### src/rtl/core/cle_pkg.sv
`timescale 1ns / 1ps
// cle_pkg: shared types and key codes for the cursor line editor
// no dependencies; imported by cle_cell, cle_stack and cursor_line_editor

package cle_pkg;

    // one character of text
    typedef logic [7:0] t_char;

    // stack operation handed from the controller to a stack and its cells
    typedef struct packed {
        logic push;
        logic pop;
    } t_stack_op;

    // special key codes
    localparam t_char KEY_LEFT  = 8'h3C;
    localparam t_char KEY_RIGHT = 8'h3E;
    localparam t_char KEY_DEL   = 8'h2D;
    localparam t_char KEY_NL    = 8'h0A;
    localparam t_char KEY_NUL   = 8'h00;

    // opcode values
    localparam logic OP_KEY  = 1'b0;
    localparam logic OP_READ = 1'b1;

endpackage

### src/rtl/core/cle_cell.sv
`timescale 1ns / 1ps
// cle_cell: one character slot of a stack chain
// depends on cle_pkg; instantiated by cle_stack

module cle_cell (
    input  logic               i_clk,
    input  cle_pkg::t_stack_op i_op,
    input  cle_pkg::t_char     i_from_above,
    input  cle_pkg::t_char     i_from_below,
    output cle_pkg::t_char     o_data
);
    import cle_pkg::*;

    t_char r_data;
    t_char n_data;

    // push shifts down from the neighbor above, pop shifts up from below
    always_comb begin
        priority if (i_op.push) begin
            n_data = i_from_above;
        end else if (i_op.pop) begin
            n_data = i_from_below;
        end else begin
            n_data = r_data;
        end
    end

    always_ff @(posedge i_clk) begin
        r_data <= n_data;
    end

    assign o_data = r_data;

endmodule

### src/rtl/core/cle_stack.sv
`timescale 1ns / 1ps
// cle_stack: a chain of cle_cell slots with a fill count, cell 0 is the top
// depends on cle_pkg and cle_cell; instantiated by cursor_line_editor

module cle_stack #(
    parameter int DEPTH = 64
) (
    input  logic                          i_clk,
    input  logic                          i_rst_n,
    input  cle_pkg::t_stack_op            i_op,
    input  cle_pkg::t_char                i_push_data,
    output cle_pkg::t_char                o_top,
    output logic [$clog2(DEPTH+1)-1:0]    o_count
);
    import cle_pkg::*;

    localparam int CW = $clog2(DEPTH + 1);

    t_char          w_data [DEPTH];
    logic [CW-1:0]  r_count;
    logic [CW-1:0]  n_count;

    // row of cells, each fed by its two neighbors
    for (genvar g = 0; g < DEPTH; g++) begin : g_cell
        t_char w_above;
        t_char w_below;
        if (g == 0) begin : g_top
            assign w_above = i_push_data;
        end else begin : g_mid
            assign w_above = w_data[g-1];
        end
        if (g == DEPTH - 1) begin : g_bot
            assign w_below = '0;
        end else begin : g_up
            assign w_below = w_data[g+1];
        end
        cle_cell u_cell (
            .i_clk        (i_clk),
            .i_op         (i_op),
            .i_from_above (w_above),
            .i_from_below (w_below),
            .o_data       (w_data[g])
        );
    end

    // fill count
    always_comb begin
        priority if (i_op.push) begin
            n_count = r_count + CW'(1);
        end else if (i_op.pop) begin
            n_count = r_count - CW'(1);
        end else begin
            n_count = r_count;
        end
    end

    always_ff @(posedge i_clk) begin
        if (!i_rst_n) begin
            r_count <= '0;
        end else begin
            r_count <= n_count;
        end
    end

    assign o_top   = w_data[0];
    assign o_count = r_count;

endmodule

### src/rtl/core/cursor_line_editor.sv
`timescale 1ns / 1ps
// cursor_line_editor: keystroke line editor with a cursor, two cell-chain stacks
// depends on cle_pkg and cle_stack
//
// Usage
//   Input channel (i_in_valid / o_in_stall) carries one word: i_opcode and
//   i_key_code. A key word ('<', '>', '-', ignored codes, or an insert) is
//   applied in the cycle it is accepted and yields no output word; the next
//   word can follow in the following cycle.
//   A readout word first shifts the text left of the cursor onto the right
//   stack, one character per cycle, then emits the line on the output channel
//   (o_out_valid / i_out_stall), one character per cycle while the output is
//   not stalled, last flagged by o_last. An empty line gives a single word
//   with o_char_valid low. o_in_stall is high throughout the readout, while
//   the merge walk moves each character left of the cursor and the emit walk
//   gives each character of the line (or the single empty-line word).
//   The output register holds its word while i_out_stall is high, and the
//   emit walk waits with it; key words are taken while a final word waits.
//   Reset (synchronous, active low) empties the line and clears the pending
//   overflow flags; the o_overflow register and character storage are not reset.

module cursor_line_editor #(
    parameter int BUFFER_DEPTH = 64
) (
    input  logic       i_clk,
    input  logic       i_rst_n,
    input  logic       i_in_valid,
    output logic       o_in_stall,
    input  logic       i_opcode,
    input  logic [7:0] i_key_code,
    output logic       o_out_valid,
    input  logic       i_out_stall,
    output logic [7:0] o_text_char,
    output logic       o_char_valid,
    output logic       o_last,
    output logic       o_overflow
);
    import cle_pkg::*;

    localparam int CW = $clog2(BUFFER_DEPTH + 1);

    localparam logic [1:0] ST_IDLE  = 2'd0;
    localparam logic [1:0] ST_MERGE = 2'd1;
    localparam logic [1:0] ST_EMIT  = 2'd2;

    logic [1:0]    r_state;
    logic [1:0]    n_state;
    logic          r_ovf;
    logic          n_ovf;
    logic          r_run_ovf;
    logic          n_run_ovf;
    logic          r_out_valid;
    logic          n_out_valid;
    t_char         r_text_char;
    t_char         n_text_char;
    logic          r_char_valid;
    logic          n_char_valid;
    logic          r_last;
    logic          n_last;

    t_stack_op     w_left_op;
    t_stack_op     w_right_op;
    t_char         w_left_push;
    t_char         w_right_push;
    t_char         w_left_top;
    t_char         w_right_top;
    logic [CW-1:0] w_left_count;
    logic [CW-1:0] w_right_count;
    logic [CW:0]   w_used;
    logic          w_accept;
    logic          w_out_free;
    t_char         w_key;

    // left of cursor, top is the character just before the cursor
    cle_stack #(.DEPTH(BUFFER_DEPTH)) u_left (
        .i_clk       (i_clk),
        .i_rst_n     (i_rst_n),
        .i_op        (w_left_op),
        .i_push_data (w_left_push),
        .o_top       (w_left_top),
        .o_count     (w_left_count)
    );

    // right of cursor, top is the character just after the cursor
    cle_stack #(.DEPTH(BUFFER_DEPTH)) u_right (
        .i_clk       (i_clk),
        .i_rst_n     (i_rst_n),
        .i_op        (w_right_op),
        .i_push_data (w_right_push),
        .o_top       (w_right_top),
        .o_count     (w_right_count)
    );

    assign o_in_stall = (r_state != ST_IDLE);
    assign w_accept   = i_in_valid && (r_state == ST_IDLE);
    assign w_out_free = !r_out_valid || !i_out_stall;
    assign w_used     = {1'b0, w_left_count} + {1'b0, w_right_count};
    assign w_key      = i_key_code;

    // controller: key edits, merge walk and emit walk
    always_comb begin
        n_state      = r_state;
        n_ovf        = r_ovf;
        n_run_ovf    = r_run_ovf;
        n_out_valid  = r_out_valid && i_out_stall;
        n_text_char  = r_text_char;
        n_char_valid = r_char_valid;
        n_last       = r_last;
        w_left_op    = '0;
        w_right_op   = '0;
        w_left_push  = w_key;
        w_right_push = w_left_top;

        unique case (r_state)
            ST_IDLE: begin
                if (w_accept) begin
                    if (i_opcode == OP_READ) begin
                        n_run_ovf = r_ovf;
                        n_ovf     = 1'b0;
                        n_state   = (w_left_count != '0) ? ST_MERGE : ST_EMIT;
                    end else begin
                        priority if (w_key == KEY_LEFT) begin
                            if (w_left_count != '0) begin
                                w_left_op.pop   = 1'b1;
                                w_right_op.push = 1'b1;
                                w_right_push    = w_left_top;
                            end
                        end else if (w_key == KEY_RIGHT) begin
                            if (w_right_count != '0) begin
                                w_right_op.pop = 1'b1;
                                w_left_op.push = 1'b1;
                                w_left_push    = w_right_top;
                            end
                        end else if (w_key == KEY_DEL) begin
                            if (w_left_count != '0) begin
                                w_left_op.pop = 1'b1;
                            end
                        end else if (w_key == KEY_NUL || w_key == KEY_NL) begin
                            // ignored codes
                        end else begin
                            if (w_used < (CW+1)'(BUFFER_DEPTH)) begin
                                w_left_op.push = 1'b1;
                            end else begin
                                n_ovf = 1'b1;
                            end
                        end
                    end
                end
            end
            ST_MERGE: begin
                // move one character from the left stack to the right stack
                w_left_op.pop   = 1'b1;
                w_right_op.push = 1'b1;
                w_right_push    = w_left_top;
                if (w_left_count == CW'(1)) begin
                    n_state = ST_EMIT;
                end
            end
            ST_EMIT: begin
                if (w_out_free) begin
                    n_out_valid = 1'b1;
                    if (w_right_count == '0) begin
                        // empty line gives a single marker word
                        n_text_char  = '0;
                        n_char_valid = 1'b0;
                        n_last       = 1'b1;
                        n_state      = ST_IDLE;
                    end else begin
                        w_right_op.pop = 1'b1;
                        n_text_char    = w_right_top;
                        n_char_valid   = 1'b1;
                        n_last         = (w_right_count == CW'(1));
                        if (w_right_count == CW'(1)) begin
                            n_state = ST_IDLE;
                        end
                    end
                end
            end
            default: begin
                n_state = ST_IDLE;
            end
        endcase
    end

    // control registers
    always_ff @(posedge i_clk) begin
        if (!i_rst_n) begin
            r_state     <= ST_IDLE;
            r_ovf       <= 1'b0;
            r_run_ovf   <= 1'b0;
            r_out_valid <= 1'b0;
        end else begin
            r_state     <= n_state;
            r_ovf       <= n_ovf;
            r_run_ovf   <= n_run_ovf;
            r_out_valid <= n_out_valid;
        end
    end

    // output payload register
    always_ff @(posedge i_clk) begin
        r_text_char  <= n_text_char;
        r_char_valid <= n_char_valid;
        r_last       <= n_last;
    end

    // flag taken at readout start, loaded with every emitted word of the run
    logic r_out_ovf;
    always_ff @(posedge i_clk) begin
        if (r_state == ST_EMIT && w_out_free) begin
            r_out_ovf <= r_run_ovf;
        end
    end

    assign o_out_valid  = r_out_valid;
    assign o_text_char  = r_text_char;
    assign o_char_valid = r_char_valid;
    assign o_last       = r_last;
    assign o_overflow   = r_out_ovf;

endmodule
### config.mk
export PLATFORM = sky130hd
export DESIGN_NAME = cursor_line_editor
export DESIGN_NICKNAME = d
export VERILOG_FILES = /design/src/rtl/core/cle_pkg.sv /design/src/rtl/core/cle_cell.sv /design/src/rtl/core/cle_stack.sv /design/src/rtl/core/cursor_line_editor.sv
export SDC_FILE = /design/constraint.sdc
export NUM_CORES = 2
export LEC_CHECK = 0
export BUFFER_PORTS_ARGS = -buffer_cell sky130_fd_sc_hd__buf_2
export CAP_MARGIN = 40
export CORE_MARGIN = 2
export CORE_UTILIZATION = 50
export DETAILED_ROUTE_END_ITERATION = 6
export HOLD_SLACK_MARGIN = 0.06
export PLACE_DENSITY = 0.68
export RECOVER_POWER = 100
export SYNTH_ARGS = -nofsm -noshare
export SYNTH_HDL_FRONTEND = slang
export SYNTH_SLANG_ARGS = --single-unit
### constraint.sdc
create_clock -name i_clk -period 20.8 [get_ports i_clk]
set_input_delay 4.16 -clock i_clk [delete_from_list [all_inputs] [get_ports i_clk]]
set_output_delay 4.16 -clock i_clk [all_outputs]
set_load 0.05 [all_outputs]
* After elaboration in Yosys (flattened, before gate mapping) *
Index checks and enable logic that the tools add are counted.

operators by class
  equality and inequality tests = 18
  bitwise operators = 0
  shift-type cells = 0
  add/sub/neg operators = 5
  magnitude comparators = 1
  multipliers = 0
  divide/modulo/power cells = 0
  reduce and logical (&&, ||, !) cells = 19
  multiplexer cells = 305

operators by type and width
  operator                                                                      count
  8-bit two-way mux                                                             262
  7-bit two-way mux                                                             4
  8-bit by 6-bit equality test with 1-bit output, second input constant         3
  1-bit two-way mux                                                             24
  2-bit two-way mux                                                             11
  2-bit != test, second input constant                                          9
  7-bit by 1-bit adder with 7-bit output, second input constant                 2
  7-bit by 1-bit equality test with 1-bit output, second input constant         2
  7-bit nonzero test                                                            2
  7-bit by 1-bit subtractor with 7-bit output, second input constant            2
  7-bit by 7-bit adder with 8-bit output                                        1
  8-bit by 4-bit equality test with 1-bit output, second input constant         1
  8-bit zero test                                                               1
  8-bit by 7-bit less-than comparator with 1-bit output, second input constant  1
  7-bit zero test                                                               1
  7-bit AND reduction                                                           1
  1-bit one-hot mux with 2 select lines                                         3
  2-bit one-hot mux with 3 select lines                                         1
  2-bit nonzero test                                                            3
  5-bit AND reduction                                                           1
  1-bit logical AND                                                             3
  3-bit != test, second input constant                                          1
  3-bit AND reduction                                                           1
  2-bit by 1-bit equality test with 1-bit output, second input constant         1
  5 further kinds                                                               7

word-level totals
  logic and storage cells = 486
  bits in read-only memories = 0
  memories = 0
  flip-flop bits (word level) = 1054
  bits in latches = 0
  output and inout bits = 13
  RAM bits = 0
  input port bits = 13

* Longest topological paths before layout *
  depth after elaboration = 12
  depth in mapped cells = 11

* Hierarchy *
From an unflattened synthesis, not the netlist that was laid out.

second synthesis, totals
  cell total of the unflattened synthesis = 2521
  area total of the unflattened synthesis = 50395.8 um^2

by module, submodules not included
  module                times used  area an instance (um^2)  cells each
  cle_cell              128         377.9                    18
  cursor_line_editor    1           1012.2                   99
  cle_stack at u_right  1           531.8                    63
  cle_stack at u_left   1           485.5                    55

* Worst setup path after synthesis *
OpenSTA, ideal clock, no wires.

  kind = input to register
  start point = in i_key_code[0]
  end point = reg u_left.g_cell[0].u_cell.r_data[0], enable pin
  path buffers = 2
  arrival = 13851 ps
  stages = 7
  slack = 3317 ps
  required time = 17168 ps
  cells stage by stage = or4_1 -> o41ai_2 -> nor3_1 -> a21oi_4 -> buf_6 -> buf_6 -> nand2_1

on the way
  cells in the longest elaborated chain, start to end = 10
  elaborated cells between the ends (all ways) = 18
  those cells by class = 4 x eq/ne; 11 x mux; 3 x reduce/logical

ends and longest elaborated chain
  item                                                                               line                       text
  start: declaration                                                                 cursor_line_editor.sv:30   input logic [7:0] i_key_code,
  8-bit by 4-bit equality test with 1-bit output or 8-bit zero test (tied branches)  cursor_line_editor.sv:138  end else if (w_key == KEY_NUL || w_key == KEY_NL) begin
  1-bit logical OR                                                                   cursor_line_editor.sv:138
  1-bit two-way mux                                                                  cursor_line_editor.sv:138
  1-bit two-way mux                                                                  cursor_line_editor.sv:134  end else if (w_key == KEY_DEL) begin
  1-bit two-way mux                                                                  cursor_line_editor.sv:128  end else if (w_key == KEY_RIGHT) begin
  1-bit two-way mux                                                                  cursor_line_editor.sv:122  priority if (w_key == KEY_LEFT) begin
  2-bit two-way mux (*)                                                              cursor_line_editor.sv:117  if (i_opcode == OP_READ) begin
  2-bit two-way mux (*)                                                              cursor_line_editor.sv:116  if (w_accept) begin
  1-bit two-way mux                                                                  cursor_line_editor.sv:114  unique case (r_state)
  2-bit nonzero test (no line) (*)                                                   -
  end signal: assignment                                                             cle_cell.sv:29             r_data <= n_data;
  end: declaration                                                                   cle_cell.sv:14             t_char r_data;

Mark *: on every way between the ends. The rest lies on a longest branch, timed or not.
A chain may end at the register's enable or synchronous reset.

* Final worst setup path *
  start point = in i_key_code[7]
  end point = reg u_left.g_cell[55].u_cell.r_data[5], enable pin

on the way
  cells in the longest elaborated chain, start to end = 10
  elaborated cells between the ends (all ways) = 18
  those cells by class = 4 x eq/ne; 11 x mux; 3 x reduce/logical

ends and longest elaborated chain
  item                                                                               line
  8-bit by 4-bit equality test with 1-bit output or 8-bit zero test (tied branches)  cursor_line_editor.sv:138
  1-bit logical OR                                                                   cursor_line_editor.sv:138
  1-bit two-way mux                                                                  cursor_line_editor.sv:138
  1-bit two-way mux                                                                  cursor_line_editor.sv:134
  1-bit two-way mux                                                                  cursor_line_editor.sv:128
  1-bit two-way mux                                                                  cursor_line_editor.sv:122
  2-bit two-way mux (*)                                                              cursor_line_editor.sv:117
  2-bit two-way mux (*)                                                              cursor_line_editor.sv:116
  1-bit two-way mux                                                                  cursor_line_editor.sv:114
  2-bit nonzero test (no line) (*)                                                   -
  end signal: assignment                                                             cle_cell.sv:29
  end: declaration                                                                   cle_cell.sv:14

Marked as above.

==> results.json <==
{
  "status": "complete, but fails checks",
  "violations": "max-capacitance violations, max-slew violations",
  "wl_met1_mm": 35.0,
  "p_per_area_nw_per_um2": 157,
  "cap_violations": 19,
  "ctsLongestPathBuffers": 3,
  "viasPerCell": 5.15,
  "syn_inst": 3452,
  "post_cts_resized": 0,
  "endpoint_kind": "flip-flop",
  "htreeDepth": 3,
  "gr-total-overflow": 0,
  "post_drt_wl_per_cell_um": 14.7,
  "routed.top_layer": "met5",
  "fin_skew_ns": 0.0371,
  "synth_edf_count": 1035,
  "grt_pass1_wl_mm": 116,
  "worst_slew_pin_slew_ns": 5.03,
  "crit_fanout": 200,
  "place_ws_ns": 11.84,
  "cts-buffers-inserted": 109,
  "rsz0062_at_grt": "no",
  "critPathArrivalTime_ns": 13.73,
  "cts_sinks": 1054,
  "synthArstFlopShare": 0,
  "yosysMostFrequentCell": "nand2_1",
  "place.gp.congestion": 0.771,
  "dp_hpwl_mm": 37.6,
  "die_area_um2": 92900,
  "finalCritPeriodShare": 0.651,
  "num_vias": 24316,
  "synth_area_um2": 45300,
  "fin_crit_ns": 13.53,
  "wl_met2_mm": 30.0,
  "antenna_cells": 0,
  "hold_viol": 0,
  "synth_top_area_frac": 0.687,
  "p_leak_uw": 0.0187,
  "ir_drop_mv": 0.114,
  "die_w_um": 305,
  "clock-root-buffer": "clkbuf_16",
  "die_height_um": 305,
  "num_io_pins": 26,
  "cts_tree": "built",
  "clockPowerShare": 0.251,
  "p_comb_frac": 0.236,
  "wl_met3_mm": 2.83,
  "hold_buffers": 0,
  "drtIter0Drc": 2143,
  "power.switching_uw": 2260,
  "first_global_vias": 23153,
  "worstSetupPathType": "input port to flip-flop",
  "post-route-drc-count": 0,
  "grt_usage": 0.146,
  "area_growth_pct": 9.79,
  "num_rows": 110,
  "ys_seq_elements": 1054,
  "fmax_ghz": 0.0739,
  "ys_top_cells_by_area": "edfxtp_1, nand2_1, mux2_2",
  "finalWirelength_mm": 69.2,
  "core_region_area_um2": 89900,
  "setup_slack_ns": 7.27,
  "start_util": 0.504,
  "clk_latency_ns": 0.68,
  "antenna_found_initial": 1,
  "synth_flop_cell": "edfxtp_1",
  "placed_cell_area_um2": 46500,
  "port_buffers": 25,
  "finalSetupViolations": 0,
  "syn_nets": 3478,
  "relSlewSlack": -2.35,
  "drive_above_1_share": 0.194,
  "post_cts.repair.setup_buffers": 0,
  "hp-class": "flip-flop to flip-flop",
  "grt_max_degree": 232,
  "synth_cell_types": 53,
  "antenna_left": 0,
  "synth.avg_cell_area_um2": 13.1,
  "ys_seq_area_frac": 0.695,
  "power_frac_seq": 0.513,
  "ys_warn_count": 0,
  "synth_commonest_cells": "nand2_1, edfxtp_1, mux2_2, clkbuf_1, buf_6",
  "final.setup.tns_ns": 0,
  "fin_nets": 3479,
  "clk_pin_slew_ns": 0.06,
  "start_kind": "input port",
  "cp_data_required_time_ns": 20.99,
  "yosys.area.top_type": "edfxtp_1",
  "design_area_um2": 49700,
  "internal-power_uw": 5540,
  "slew_violations": 1291,
  "firstDrtPassIters": 5,
  "switching_share": 0.289
}
## layout make-up
type,instances,area (um2)
clock buffers,140,3000
clock inverters,63,626
fillers,7341,40200
inverters,9,35.0
multi-input cells,2212,12600
flip-flops and latches,1054,31500
well taps,1176,1470
repair buffers,67,445
## power by group through the flow
stage	Clock, uW	Combinational (uW)	Sequential [uW]
2_1_floorplan	0	1510	4280
3_3_place_gp	0	1750	3990
3_5_place_dp	0	1880	3990
4_1_cts	2010	1890	3960
5_1_grt	2090	2080	4110
6_report	1950	1840	4000
## per-layer routing
| layer | vias to the layer above | global-route usage |
|---|---|---|
| met5 | - | 0 |
| met3 | 111 | 0.0273 |
| met1 | 11829 | 0.226 |
| met2 | 334 | 0.211 |
| li1 | 12040 | - |
| met4 | 2 | 0.0431 |
## cells in the final DEF (no fill, tap or decap), types with 4 or more instances in the layout
cell,Yosys,final
mux2_2,497,497
clkbuf_16,0,112
nand2b_1,6,6
a211oi_1,4,4
clkbuf_1,91,65
o21ai_0,6,6
nand4_1,3,4
o211a_1,4,4
buf_16,0,5
clkbuf_8,0,9
edfxtp_1,1035,1035
inv_1,9,8
and3_1,5,5
xor2_1,6,6
inv_6,0,4
and2_1,17,10
a21oi_1,14,14
nor3_1,8,8
nor2b_1,10,10
buf_4,0,4
dfxtp_1,19,19
ha_1,13,13
buf_2,14,9
nor2_1,17,18
bufinv_16,0,10
mux2i_1,8,8
nand2_1,1537,1537
nand3_1,10,10
clkinv_2,0,20
and2_0,0,7
clkinv_1,0,22
## registers in the layout (all words and copies together) (netlist names)
register,count
r_ovf,1
o_last,1
u_left.g_cell.u_cell.o_data,512
r_run_ovf,1
o_char_valid,1
o_text_char,8
r_state,2
u_left.o_count,7
u_right.g_cell.u_cell.o_data,512
o_overflow,1
u_right.o_count,7
o_out_valid,1
## path summary, 6_finish.rpt
kind | to | start | slack [ns] | depth (start not counted)
max | u_left.g_cell[55].u_cell.o_data[5] | i_key_code[7] | 7.27 | 11
min | o_overflow | r_run_ovf | 0.44 | 0
max reg2reg | u_right.g_cell[63].u_cell.o_data[1] | u_left.o_count[0] | 10.24 | 12
min reg2reg | o_overflow | r_run_ovf | 0.44 | 0
## through the flow
stage / hold WS (ns) / utilization / power, uW / instances
5_1_grt: 0.468 / 0.553 / 8280 / 4721
4_1_cts: 0.438 / 0.558 / 7860 / 4721
2_1_floorplan: 0.408 / - / 5790 / 3452
3_5_place_dp: 0.431 / 0.517 / 5870 / 4518
6_report: 0.440 / 0.553 / 7790 / 4721
3_3_place_gp: 0.424 / 0.512 / 5740 / 4500
## cell families after synthesis
logic type                 count (synthesis)  share of synthesized area
adders and majority gates                 13                    0.00359
DFF                                     1054                      0.695
AOI/OAI and AO/OA                         56                    0.00899
xor gates and xnor gates                   7                    0.00135
muxes                                    505                      0.125
and+or+nand+nor                         1631                      0.140
buffers and inverters                    186                     0.0253
## critical path, stage by stage
cell and delay [ns]:
clkbuf_1 0.11, and4bb_1 0.35, nand4_1 0.27, nor2_1 0.56, a21oi_4 0.06, buf_12 0.39
nand2_1 0.65, clkbuf_1 0.83, clkbuf_1 2.59, clkbuf_1 1.41, clkbuf_1 2.25
Power figures use the tool's default switching activity.
